File: src/hw/rtl/lcss_pkg.sv
package lcss_pkg;

  // Event codes carried on the input tuser
  localparam logic [1:0] CMD_RISE  = 2'd0;
  localparam logic [1:0] CMD_FALL  = 2'd1;
  localparam logic [1:0] CMD_WRITE = 2'd2;

  // Register select, taken from paddr bit 2 (registers at byte 0 and 4)
  localparam logic REG_TIMEOUT = 1'b0;
  localparam logic REG_FILL    = 1'b1;

  localparam logic [31:0] TIMEOUT_RESET = 32'd200;
  localparam logic [7:0]  FILL_RESET    = 8'd0;
  localparam logic [2:0]  LAST_BIT      = 3'd7;

  typedef struct packed {
    logic [1:0]  cmd;
    logic        sin;
    logic [31:0] ts;
    logic [7:0]  wbyte;
  } lcss_item_t;

  typedef struct packed {
    logic [31:0] timeout_us;
    logic [7:0]  fill_byte;
  } lcss_cfg_t;

  typedef struct packed {
    logic       serial_out_bit;
    logic       byte_done;
    logic [7:0] rx_byte;
  } lcss_result_t;

endpackage

File: src/hw/rtl/lcss_engine.sv
module lcss_engine
  import lcss_pkg::*;
(
  input  logic         clk,
  input  logic         rst_n,
  input  logic         en,
  input  lcss_item_t   item,
  input  lcss_cfg_t    cfg,
  output lcss_result_t res
);

  logic [7:0]  rx_shift_r, rx_shift_nxt;
  logic [2:0]  bit_count_r, bit_count_nxt;
  logic [7:0]  tx_shift_r, tx_shift_nxt;
  logic [7:0]  pending_byte_r, pending_byte_nxt;
  logic        pending_valid_r, pending_valid_nxt;
  logic [31:0] last_edge_r, last_edge_nxt;
  logic        out_level_r, out_level_nxt;

  logic [31:0] elapsed;
  logic        timed_out;
  logic [7:0]  rx_base;
  logic [2:0]  cnt_base;
  logic [7:0]  rx_next;

  // Wrapping gap since the previous rising edge; a stale partial byte is dropped
  assign elapsed   = item.ts - last_edge_r;
  assign timed_out = elapsed > cfg.timeout_us;
  assign rx_base   = timed_out ? 8'd0 : rx_shift_r;
  assign cnt_base  = timed_out ? 3'd0 : bit_count_r;
  assign rx_next   = {rx_base[6:0], item.sin};

  always_comb begin
    rx_shift_nxt      = rx_shift_r;
    bit_count_nxt     = bit_count_r;
    tx_shift_nxt      = tx_shift_r;
    pending_byte_nxt  = pending_byte_r;
    pending_valid_nxt = pending_valid_r;
    last_edge_nxt     = last_edge_r;
    out_level_nxt     = out_level_r;
    res.byte_done     = 1'b0;
    res.rx_byte       = 8'd0;
    unique case (item.cmd)
      CMD_RISE: begin
        last_edge_nxt = item.ts;
        rx_shift_nxt  = rx_next;
        if (cnt_base == LAST_BIT) begin
          bit_count_nxt = 3'd0;
          res.byte_done = 1'b1;
          res.rx_byte   = rx_next;
          if (pending_valid_r) begin
            tx_shift_nxt      = pending_byte_r;
            pending_valid_nxt = 1'b0;
          end else begin
            tx_shift_nxt = cfg.fill_byte;
          end
        end else begin
          bit_count_nxt = cnt_base + 3'd1;
        end
      end
      CMD_FALL: begin
        out_level_nxt = tx_shift_r[7];
        tx_shift_nxt  = {tx_shift_r[6:0], 1'b0};
      end
      CMD_WRITE: begin
        if (bit_count_r == 3'd0) begin
          tx_shift_nxt      = item.wbyte;
          pending_valid_nxt = 1'b0;
        end else begin
          pending_byte_nxt  = item.wbyte;
          pending_valid_nxt = 1'b1;
        end
      end
      default: begin
      end
    endcase
    res.serial_out_bit = out_level_nxt;
  end

  always_ff @(posedge clk) begin
    if (!rst_n) begin
      rx_shift_r      <= 8'd0;
      bit_count_r     <= 3'd0;
      tx_shift_r      <= 8'd0;
      pending_byte_r  <= 8'd0;
      pending_valid_r <= 1'b0;
      last_edge_r     <= 32'd0;
      out_level_r     <= 1'b0;
    end else if (en) begin
      rx_shift_r      <= rx_shift_nxt;
      bit_count_r     <= bit_count_nxt;
      tx_shift_r      <= tx_shift_nxt;
      pending_byte_r  <= pending_byte_nxt;
      pending_valid_r <= pending_valid_nxt;
      last_edge_r     <= last_edge_nxt;
      out_level_r     <= out_level_nxt;
    end
  end

endmodule

File: src/hw/rtl/link_cable_serial_slave.sv
// Pipeline: an accepted beat is held in the input register; its result is registered in the
// result register once that stage can advance and is offered on out_* from then on.
// Throughput: one beat per cycle while the sink does not stall; the shift/count update and
// the 32-bit gap compare are combinational between the input and result registers.
// Reset: rst_n is synchronous and active low; it empties both stages, clears all shift
// state and restores timeout_us to 200 and fill_byte to 0.
module link_cable_serial_slave
  import lcss_pkg::*;
(
  input  logic        clk,
  input  logic        rst_n,
  // input stream
  input  logic        in_tvalid,
  output logic        in_tready,
  input  logic [47:0] in_tdata,   // [0] serial_in_bit, [32:1] timestamp_us, [40:33] tx_byte
  input  logic [1:0]  in_tuser,   // [1:0] command
  // result stream
  output logic        out_tvalid,
  input  logic        out_tready,
  output logic [15:0] out_tdata,  // [0] serial_out_bit, [8:1] rx_byte
  output logic        out_tuser,  // [0] byte_done
  // configuration
  input  logic        cfg_psel,
  input  logic        cfg_penable,
  input  logic        cfg_pwrite,
  input  logic [2:0]  cfg_paddr,
  input  logic [31:0] cfg_pwdata,
  output logic [31:0] cfg_prdata,
  output logic        cfg_pready
);

  // Configuration registers
  lcss_cfg_t cfg_r;
  logic      cfg_wr;

  assign cfg_pready = 1'b1;
  assign cfg_wr     = cfg_psel && cfg_penable && cfg_pwrite;

  always_ff @(posedge clk) begin
    if (!rst_n) begin
      cfg_r.timeout_us <= TIMEOUT_RESET;
      cfg_r.fill_byte  <= FILL_RESET;
    end else if (cfg_wr) begin
      unique case (cfg_paddr[2])
        REG_TIMEOUT: cfg_r.timeout_us <= cfg_pwdata;
        REG_FILL:    cfg_r.fill_byte  <= cfg_pwdata[7:0];
        default: begin
        end
      endcase
    end
  end

  always_comb begin
    unique case (cfg_paddr[2])
      REG_TIMEOUT: cfg_prdata = cfg_r.timeout_us;
      REG_FILL:    cfg_prdata = {24'd0, cfg_r.fill_byte};
      default:     cfg_prdata = 32'd0;
    endcase
  end

  // Input register: take a beat whenever it is empty or draining this cycle
  logic       in_valid_r;
  lcss_item_t in_item_r;
  logic       advance;
  logic       in_fire;

  // Result register frees up when empty or when the sink takes it
  logic         out_valid_r;
  lcss_result_t out_res_r;
  lcss_result_t res;

  assign advance   = !out_valid_r || out_tready;
  assign in_tready = !in_valid_r || advance;
  assign in_fire   = in_tvalid && in_tready;

  always_ff @(posedge clk) begin
    if (!rst_n) begin
      in_valid_r <= 1'b0;
    end else if (in_fire) begin
      in_valid_r <= 1'b1;
    end else if (advance) begin
      in_valid_r <= 1'b0;
    end
  end

  // Payload needs no reset; hold it while the stage is stalled
  always_ff @(posedge clk) begin
    if (in_fire) begin
      in_item_r.cmd   <= in_tuser;
      in_item_r.sin   <= in_tdata[0];
      in_item_r.ts    <= in_tdata[32:1];
      in_item_r.wbyte <= in_tdata[40:33];
    end
  end

  // Shift state advances exactly once per beat, as it moves into the result register
  lcss_engine u_engine (
    .clk   (clk),
    .rst_n (rst_n),
    .en    (in_valid_r && advance),
    .item  (in_item_r),
    .cfg   (cfg_r),
    .res   (res)
  );

  always_ff @(posedge clk) begin
    if (!rst_n) begin
      out_valid_r <= 1'b0;
    end else if (advance) begin
      out_valid_r <= in_valid_r;
    end
  end

  always_ff @(posedge clk) begin
    if (advance && in_valid_r) begin
      out_res_r <= res;
    end
  end

  assign out_tvalid = out_valid_r;
  assign out_tdata  = {7'd0, out_res_r.rx_byte, out_res_r.serial_out_bit};
  assign out_tuser  = out_res_r.byte_done;

`ifndef NO_ASSERTIONS
  // A completed byte can only come from a rising-edge event
  a_done_from_rise: assert property (@(posedge clk) disable iff (!rst_n)
    (in_valid_r && advance && res.byte_done) |-> (in_item_r.cmd == CMD_RISE))
    else $error("byte_done produced by a non-rising event");

  // Received byte reads zero unless a byte completed
  a_rx_zero: assert property (@(posedge clk) disable iff (!rst_n)
    (out_valid_r && !out_res_r.byte_done) |-> (out_res_r.rx_byte == 8'd0))
    else $error("rx_byte nonzero without byte_done");

  // With both stages full and the sink stalled, no beat may enter
  a_no_overrun: assert property (@(posedge clk) disable iff (!rst_n)
    (in_valid_r && out_valid_r && !out_tready) |-> !in_tready)
    else $error("input accepted while pipeline is full");

  // A stalled result stage keeps its result through the next edge
  a_hold_result: assert property (@(posedge clk) disable iff (!rst_n)
    (out_valid_r && !out_tready) |=> (out_valid_r && $stable(out_res_r)))
    else $error("stalled result changed");
`endif

endmodule
File: config.mk
export PLATFORM = sky130hd
export DESIGN_NAME = link_cable_serial_slave
export DESIGN_NICKNAME = d
export VERILOG_FILES = /design/src/hw/rtl/lcss_pkg.sv /design/src/hw/rtl/lcss_engine.sv /design/src/hw/rtl/link_cable_serial_slave.sv
export SDC_FILE = /design/constraint.sdc
export NUM_CORES = 1
export LEC_CHECK = 0
export ABC_AREA = 1
export ABC_CLOCK_PERIOD_IN_PS = 3650
export BUFFER_PORTS_ARGS = -buffer_cell sky130_fd_sc_hd__buf_4
export CAP_MARGIN = 5
export CORE_UTILIZATION = 43
export CTS_CLUSTER_SIZE = 28
export DETAILED_ROUTE_END_ITERATION = 12
export GPL_TIMING_DRIVEN = 0
export PLACE_DENSITY = 0.72
export SLEW_MARGIN = 30
export SYNTH_ARGS = -nofsm -noshare
export SYNTH_HDL_FRONTEND = slang
export SYNTH_SLANG_ARGS = --single-unit
File: constraint.sdc
create_clock -name clk -period 3.65 [get_ports clk]
set_input_delay 0 -clock clk [delete_from_list [all_inputs] [get_ports clk]]
set_output_delay 0 -clock clk [all_outputs]
set_load 0.005 [all_outputs]
Word level (Yosys, flattened, before mapping)
Cells that the tools add are included.
{ "op_classes": {"shift": 0, "n_eq_ne": 5, "n_bitwise": 2, "n_addsub": 2, "magnitude_cmp": 1, "div": 0, "reduce_logical": 20, "n_mul": 0, "n_mux": 15} }
{ "op_table": {"columns": ["op", "n"], "rows": [
  ["$pmux W32 S2", 1],
  ["$gt A32 B32 Y1", 1],
  ["$sub A32 B32 Y32", 1],
  ["$mux W8", 3],
  ["$pmux W8 S3", 1],
  ["$mux W9", 1],
  ["$reduce_and A2 Y1", 4],
  ["$mux W7", 1],
  ["$mux W3", 2],
  ["$reduce_and A3 Y1", 2],
  ["$mux W1", 5],
  ["$logic_and A1 B1 Y1", 4],
  ["$ne A2 B1 Y1 const B", 2],
  ["$reduce_and A4 Y1", 1],
  ["$reduce_bool A2 Y1", 2],
  ["$add A3 B1 Y3 const B", 1],
  ["$eq A3 B3 Y1 const B", 1],
  ["$logic_not A3 Y1", 1],
  ["$reduce_bool A3 Y1", 1],
  ["$eq A2 B1 Y1 const B", 1],
  ["$eq A2 B2 Y1 const B", 1],
  ["$logic_not A1 Y1", 2],
  ["$logic_not A2 Y1", 1],
  ["$logic_or A1 B1 Y1", 2],
  ["2 further kinds", 3]
]} }
{ "word_totals": {"mem_count": 0, "latch_bits": 0, "word_cells": 63, "rom_bits": 0, "input_bits": 92, "ramBits": 0, "out_inout_bits": 52, "register_bits": 155} }

Longest topological paths before layout
{ "logic_depth": {"depth_word": 6, "ltp_mapped": 34, "depth_no_buf": 33} }

By module
From an unflattened synthesis, not the netlist that was laid out.
{ "unflattened": {"cells_unflattened": 1210, "hier_area_um2": 8964.8} }
{ "modules_own_cells": {"columns": ["mod", "seq_area_each_um2", "area_each_um2", "instances", "cells_per_inst"], "rows": [
  ["lcss_engine", 1201.2, 5216.3, 1, 805],
  ["link_cable_serial_slave", 2432.3, 3748.6, 1, 405]
]} }

Least setup slack after synthesis
Ideal clock, no wire load.
{ "synth_timing": {"path_kind": "register to register", "from": "reg in_item_r[8] in the netlist's numbering", "to": "reg u_engine.tx_shift_r[6]", "required_ns": 3.513, "path_buffers": 1, "arrival_time_ns": 3.673, "slack_ns": -0.160, "setup_ns": 0.137, "period_less_slack_ns": 3.810, "stages_incl_launch_ff": 33, "path_cell_list": "edfxtp_1 inv_1 ha_1 inv_1 fa_1 nand3_1 nand2_1 nand3_1 nand2_2 nand3_1 nand2_1 nand2_1 nand2_1 xor2_1 ha_1 nand2_1 nor2_1 nand4_1 nor2_1 nand2_1 nand2_1 nand2_2 inv_1 nor2_1 ha_1 ha_1 o21ai_2 inv_2 nand2_1 inv_2 buf_4 nor2_1 a211oi_2"} }
{ "synth_via": {"elab_chain_cells": 6} }
{ "synth_rtl": {"columns": ["element", "line", "text"], "rows": [
  ["start: declaration", "link_cable_serial_slave.sv:63", "lcss_item_t in_item_r;"],
  ["$sub A32 B32 Y32", "lcss_engine.sv:27", "assign elapsed = item.ts - last_edge_r;"],
  ["$gt A32 B32 Y1", "lcss_engine.sv:28", "assign timed_out = elapsed > cfg.timeout_us;"],
  ["$mux W3", "lcss_engine.sv:30", "assign cnt_base = timed_out ? 3'd0 : bit_count_r;"],
  ["$eq A3 B3 Y1", "lcss_engine.sv:47", "if (cnt_base == LAST_BIT) begin"],
  ["$ne A2 B1 Y1 (no line)", null, null],
  ["$reduce_and A4 Y1 (no line)", null, null],
  ["end signal: assignment", "lcss_engine.sv:92", "tx_shift_r <= tx_shift_nxt;"],
  ["end: declaration", "lcss_engine.sv:14", "logic [7:0] tx_shift_r, tx_shift_nxt;"]
]} }
No other way between the ends.
A chain may end at the register's enable or synchronous reset.

Worst setup path in the final report
{ "layout_timing": {"from": "reg in_item_r[8] in the netlist's numbering", "to": "reg u_engine.tx_shift_r[5]"} }
The elaborated chain is that of the path after synthesis.

==> results by stage <==
Synth:
- After synthesis, the largest family of logic cells by area is compound AO/OA/AOI/OAI gates.
- The Yosys step of the flow raised 0 warnings.
- Counting instances in the post-synthesis netlist gives the leading cell types as sky130_fd_sc_hd__a21oi_1, sky130_fd_sc_hd__nand2_1, sky130_fd_sc_hd__o21ai_0, sky130_fd_sc_hd__inv_1, sky130_fd_sc_hd__nor2_1.
- The post-synthesis xor/xnor area fraction is 0.0250.
- The adder-cell share of the synthesized area is 0.104.
- The portion of synthesized area spent on multiplexers is 0.
- Of all flip-flops after synthesis, the portion carrying an async set or reset was 0.
- The synthesized design contains 53 enable-type register cells.
- The area fraction in and, or, nand and nor cells after synthesis is 0.162.
- The share of the synthesized area in the top cell type is 0.243.
- Of the synthesized area, sequential elements account for 0.432.
- The compound-gate portion of the synthesized area is 0.195.
- The number of register bits inferred by synthesis is 155.
- The netlist area before placement is around 0.0084 mm2.
- After synthesis, the cell types taking the most area are sky130_fd_sc_hd__dfxtp_1, sky130_fd_sc_hd__edfxtp_1, sky130_fd_sc_hd__ha_1.
- Summed over all instances, the cell type with the most area after synthesis is sky130_fd_sc_hd__dfxtp_1.
- After synthesis, the netlist uses 40 different library cells.
- After technology mapping, the gate count stands at between 1000 and 1500.
- In this run the mean area of a mapped cell was 8.04 um2.
- The commonest register cell after synthesis is sky130_fd_sc_hd__dfxtp_1.

CTS:
- CTS saw 155 sinks.
- The clock insertion delay at the later pin of the skew report is about 0.44 ns.
- The buffer type at the clock tree root is sky130_fd_sc_hd__clkbuf_16.
- The H-tree was split into 4 levels.
- TritonCTS built the clock tree.
- The register clock-pin slew on the reported worst setup and hold paths is around 0.070 ns.
- Buffers inserted during clock tree synthesis total 17.
- Counting along the longest clock path gives a buffer depth of 2.

Setup path:
- The library cell contributing the largest single delay on the critical path is sky130_fd_sc_hd__edfxtp_1.
- The delay of the slowest critical-path stage is 0.40 ns.
- Data on the critical path arrives at its endpoint at 4.40 ns.
- Along the worst path, the maximum fanout reaches 8.
- The most common cell type on the critical path is sky130_fd_sc_hd__nand2_2.
- STA classifies the critical path endpoint as a flip-flop.
- The critical path in this run is classified as reg -> reg.
- The category of cells accounting for the largest share of critical-path delay is simple AND/OR/NAND/NOR gates.
- The required arrival time at the worst endpoint is 4.01 ns.
- The number of buffers and inverters on the critical path is 7.
- The worst setup path is launched from a flip-flop.

Global route:
- The number of global-route vias before repair came to 7667.
- The initial antenna violation count came to 0.
- The total track usage is 0.250.
- The total grt overflow is 0.
- Entering global routing, the biggest net connects 44 pins.
- The global-route wire length before repair is around 39 mm.

Timing:
- The setup slack after layout is -0.392 ns.
- Setup violations remaining at the end of the flow were counted as 18.
- The maximum achievable frequency is 247 MHz.
- The final clock skew is between 0.01 and 0.015 ns.
- For the pin with the worst max-slew slack, the measured transition is 0.698 ns.
- The worst max-slew margin expressed relative to the limit is 0.535.
- The total count of max-transition violations in the final report is 0.
- Setup repair after global routing could not meet its margin everywhere.
- Of the available clock period, the critical path in the final layout requires 1.11.
- The total count of hold-check failures in the final report is 0.
- The routed design could run at a clock period as short as 4.04 ns.

Place:
- Detailed placement finished with a half-perimeter wire length of 17.4 mm.
- The number of placed cells counting well taps is about 1400.
- The count of input and output buffers is ~130.
- At the end of routability-driven placement, the weighted congestion stood at slightly above 0.9.

Pwr:
- Summed over all cells, the static leakage comes to 4.79 nW.
- The share of total power dissipated in sequential elements is 0.395.
- The clock share of power is 0.395.
- The total power is 4.79 mW.
- The part of the total power dissipated in combinational logic is 0.209.
- Internal power comes to 3.40 mW.
- Of the total power, the share spent switching nets is 0.291.
- In this run the power spent charging and discharging nets is around 1.4 mW.
- The maximum vdd drop is roughly 0.28 mV.
- In this run the power density over the cells is 411 mW/mm2.

Cells and area:
- Once layout is complete, the utilization of the core stands at 0.616.
- The count of fill cells added during filler insertion is between 1500 and 2000.
- The final antenna diode count is 0.
- For this run, the post-layout net count is 1451.
- The share of post-route cells with drive strength above 1 is 0.237.
- The final standard cell count with taps included and fillers excluded is 1563.
- From synthesis to final layout, the design area changed by 38.9%.

Die:
- Pin placement for this block handled 144 I/O pins.
- The die outline width is 142 um.
- The initial core utilization is 0.443.
- The row count is 50.
- The chip height is about 140 um.
- After floorplanning, the core was sized to cover between 0.015 and 0.02 mm2.
- The die covers 0.0201 mm2.

Run status:
- The checks that failed: setup timing.
- The flow ran to the end, but the final reports show violations.

Min path:
- The path class of the tightest hold or removal check is in -> reg.

Drt:
- In the routed layout, each cell is associated on average with a via count of 5.08.
- The detailed router placed 7942 vias in this run.
- The residual DRC count is 0.
- The first TritonRoute pass finished after 6 iterations.
- The average routed wire per standard cell is 15.4 um.
- Once detail routing completed, the nets flagged for antenna violations numbered 0.
- The first routing iteration left 531 violations.
- The final wirelength is 24.1 mm.

Flow run:
- Across the run, the number of max-cap violations was 0.
path summary, 6_finish.rpt:
check	from	endpoint	slack (ns)	cells after the start
hold reg to reg	u_engine.last_edge_r[9]	u_engine.last_edge_r[9]	0.46	2
hold / removal	cfg_penable	cfg_r[11]	0.06	4
setup reg to reg	in_item_r[8]	u_engine.tx_shift_r[5]	-0.39	33
setup / recovery	in_item_r[8]	u_engine.tx_shift_r[5]	-0.39	33
worst register-to-register path, delay by kind of cell (launching register included):
kind / cells / cell delay, ns
AND/OR/NAND/NOR: 16 / 1.13
adder cells (fa/ha/maj): 5 / 1.10
AO/OA/AOI/OAI: 4 / 0.62
buffers and inverters: 7 / 0.57
flip-flops: 1 / 0.40
XOR/XNOR: 1 / 0.15
sequential cells by signal, summed over array words and instances (netlist names):
signal and count:
in_item_r 43, u_engine.pending_valid_r 1, cfg_r 40, u_engine.rx_shift_r 7, out_tuser 1, out_tvalid 1
u_engine.pending_byte_r 8, out_tdata 9, u_engine.tx_shift_r 8, u_engine.out_level_r 1, u_engine.last_edge_r 32, u_engine.bit_count_r 3
in_valid_r 1
layout by cell type, fill, tap and decap left out, types with 4 or more instances in the layout:
cell                            instances
sky130_fd_sc_hd__conb_1                 8
sky130_fd_sc_hd__ha_4                   5
sky130_fd_sc_hd__buf_2                 12
sky130_fd_sc_hd__dfxtp_1              102
sky130_fd_sc_hd__a31oi_1                4
sky130_fd_sc_hd__buf_4                144
sky130_fd_sc_hd__a211oi_2               4
sky130_fd_sc_hd__nand2_4                7
sky130_fd_sc_hd__a21oi_2               14
sky130_fd_sc_hd__clkbuf_1              20
sky130_fd_sc_hd__xnor2_1                4
sky130_fd_sc_hd__o21a_1                 4
sky130_fd_sc_hd__edfxtp_1              53
sky130_fd_sc_hd__inv_2                 11
sky130_fd_sc_hd__o21ai_1               20
sky130_fd_sc_hd__buf_6                  4
sky130_fd_sc_hd__nand3_1               29
sky130_fd_sc_hd__inv_4                  4
sky130_fd_sc_hd__a21oi_1              128
sky130_fd_sc_hd__ha_1                  59
sky130_fd_sc_hd__nand2_1              124
sky130_fd_sc_hd__o21ai_0              115
sky130_fd_sc_hd__nand3_2                8
sky130_fd_sc_hd__nand4_1                7
sky130_fd_sc_hd__dlygate4sd3_1         81
sky130_fd_sc_hd__inv_6                  5
sky130_fd_sc_hd__nor3_1                12
sky130_fd_sc_hd__nor2_4                12
sky130_fd_sc_hd__xor2_1                18
sky130_fd_sc_hd__clkbuf_16             17
sky130_fd_sc_hd__inv_1                108
sky130_fd_sc_hd__nor2_2                10
sky130_fd_sc_hd__a21o_1                 5
sky130_fd_sc_hd__nand2_2               21
sky130_fd_sc_hd__ha_2                   4
sky130_fd_sc_hd__nor2_1                85
logic make-up (layout without fill, tap and decap cells):
logic type,count (synthesis),count (layout)
DFF,155,155
other,2,8
xor gates and xnor gates,24,24
AOI/OAI and AO/OA,308,308
buffers and inverters,167,418
and+or+nand+nor,321,321
adders and majority gates,69,69
what timing repair did:
action / 4_1_cts / 5_1_grt
hold buffers: 81 / 0
hold endpoints to repair: 85 / 0
cloned: 1 / 0
pin swaps: 17 / 25
gates resized for setup: 40 / 64
setup endpoints to repair: 20 / 21
buffers inserted: 9 / 3
metrics by stage:
step	setup TNS, ns	hold slack [ns]	setup slack [ns]	cell area, um2
floorplan	0	0.0989	0.00940	8480
global placement	-8.30	0.179	-0.565	9740
detailed placement	-9.62	0.179	-0.647	9740
CTS	-4.82	0.0698	-0.387	11400
global route	-9.73	0.0715	-0.599	11700
finish	-5.52	0.0588	-0.392	11700
power groups by stage:
stage	clock, mW	combinational (mW)	sequential (mW)
floorplan	0	0.559	1.92
global placement	0	0.805	1.93
detailed placement	0	0.817	1.93
CTS	1.91	0.932	1.89
global route	2.00	1.12	1.90
finish	1.90	1.00	1.89
cell type report:
| type | instances | area (um2) | share of cell area |
|---|---|---|---|
| Multi-Input combinational cell | 730 | 4530 | 0.388 |
| Sequential cell | 155 | 3630 | 0.311 |
| Timing Repair Buffer | 219 | 1850 | 0.159 |
| Inverter | 125 | 484 | 0.0415 |
| Clock buffer | 17 | 425 | 0.0364 |
| Tap cell | 260 | 325 | 0.0279 |
| Buffer | 42 | 218 | 0.0186 |
| Clock inverter | 15 | 205 | 0.0176 |
per-layer routing:
layer,wire length (um),global-route usage,up-vias,part of all wire
li1,-,-,3994,-
met1,11000,0.332,3672,0.46
met2,11400,0.412,240,0.47
met3,1190,0.0337,36,0.049
met4,563,0.0962,0,0.023
met5,0,0,-,0
Note: power is estimated with default switching activity, not from simulation.
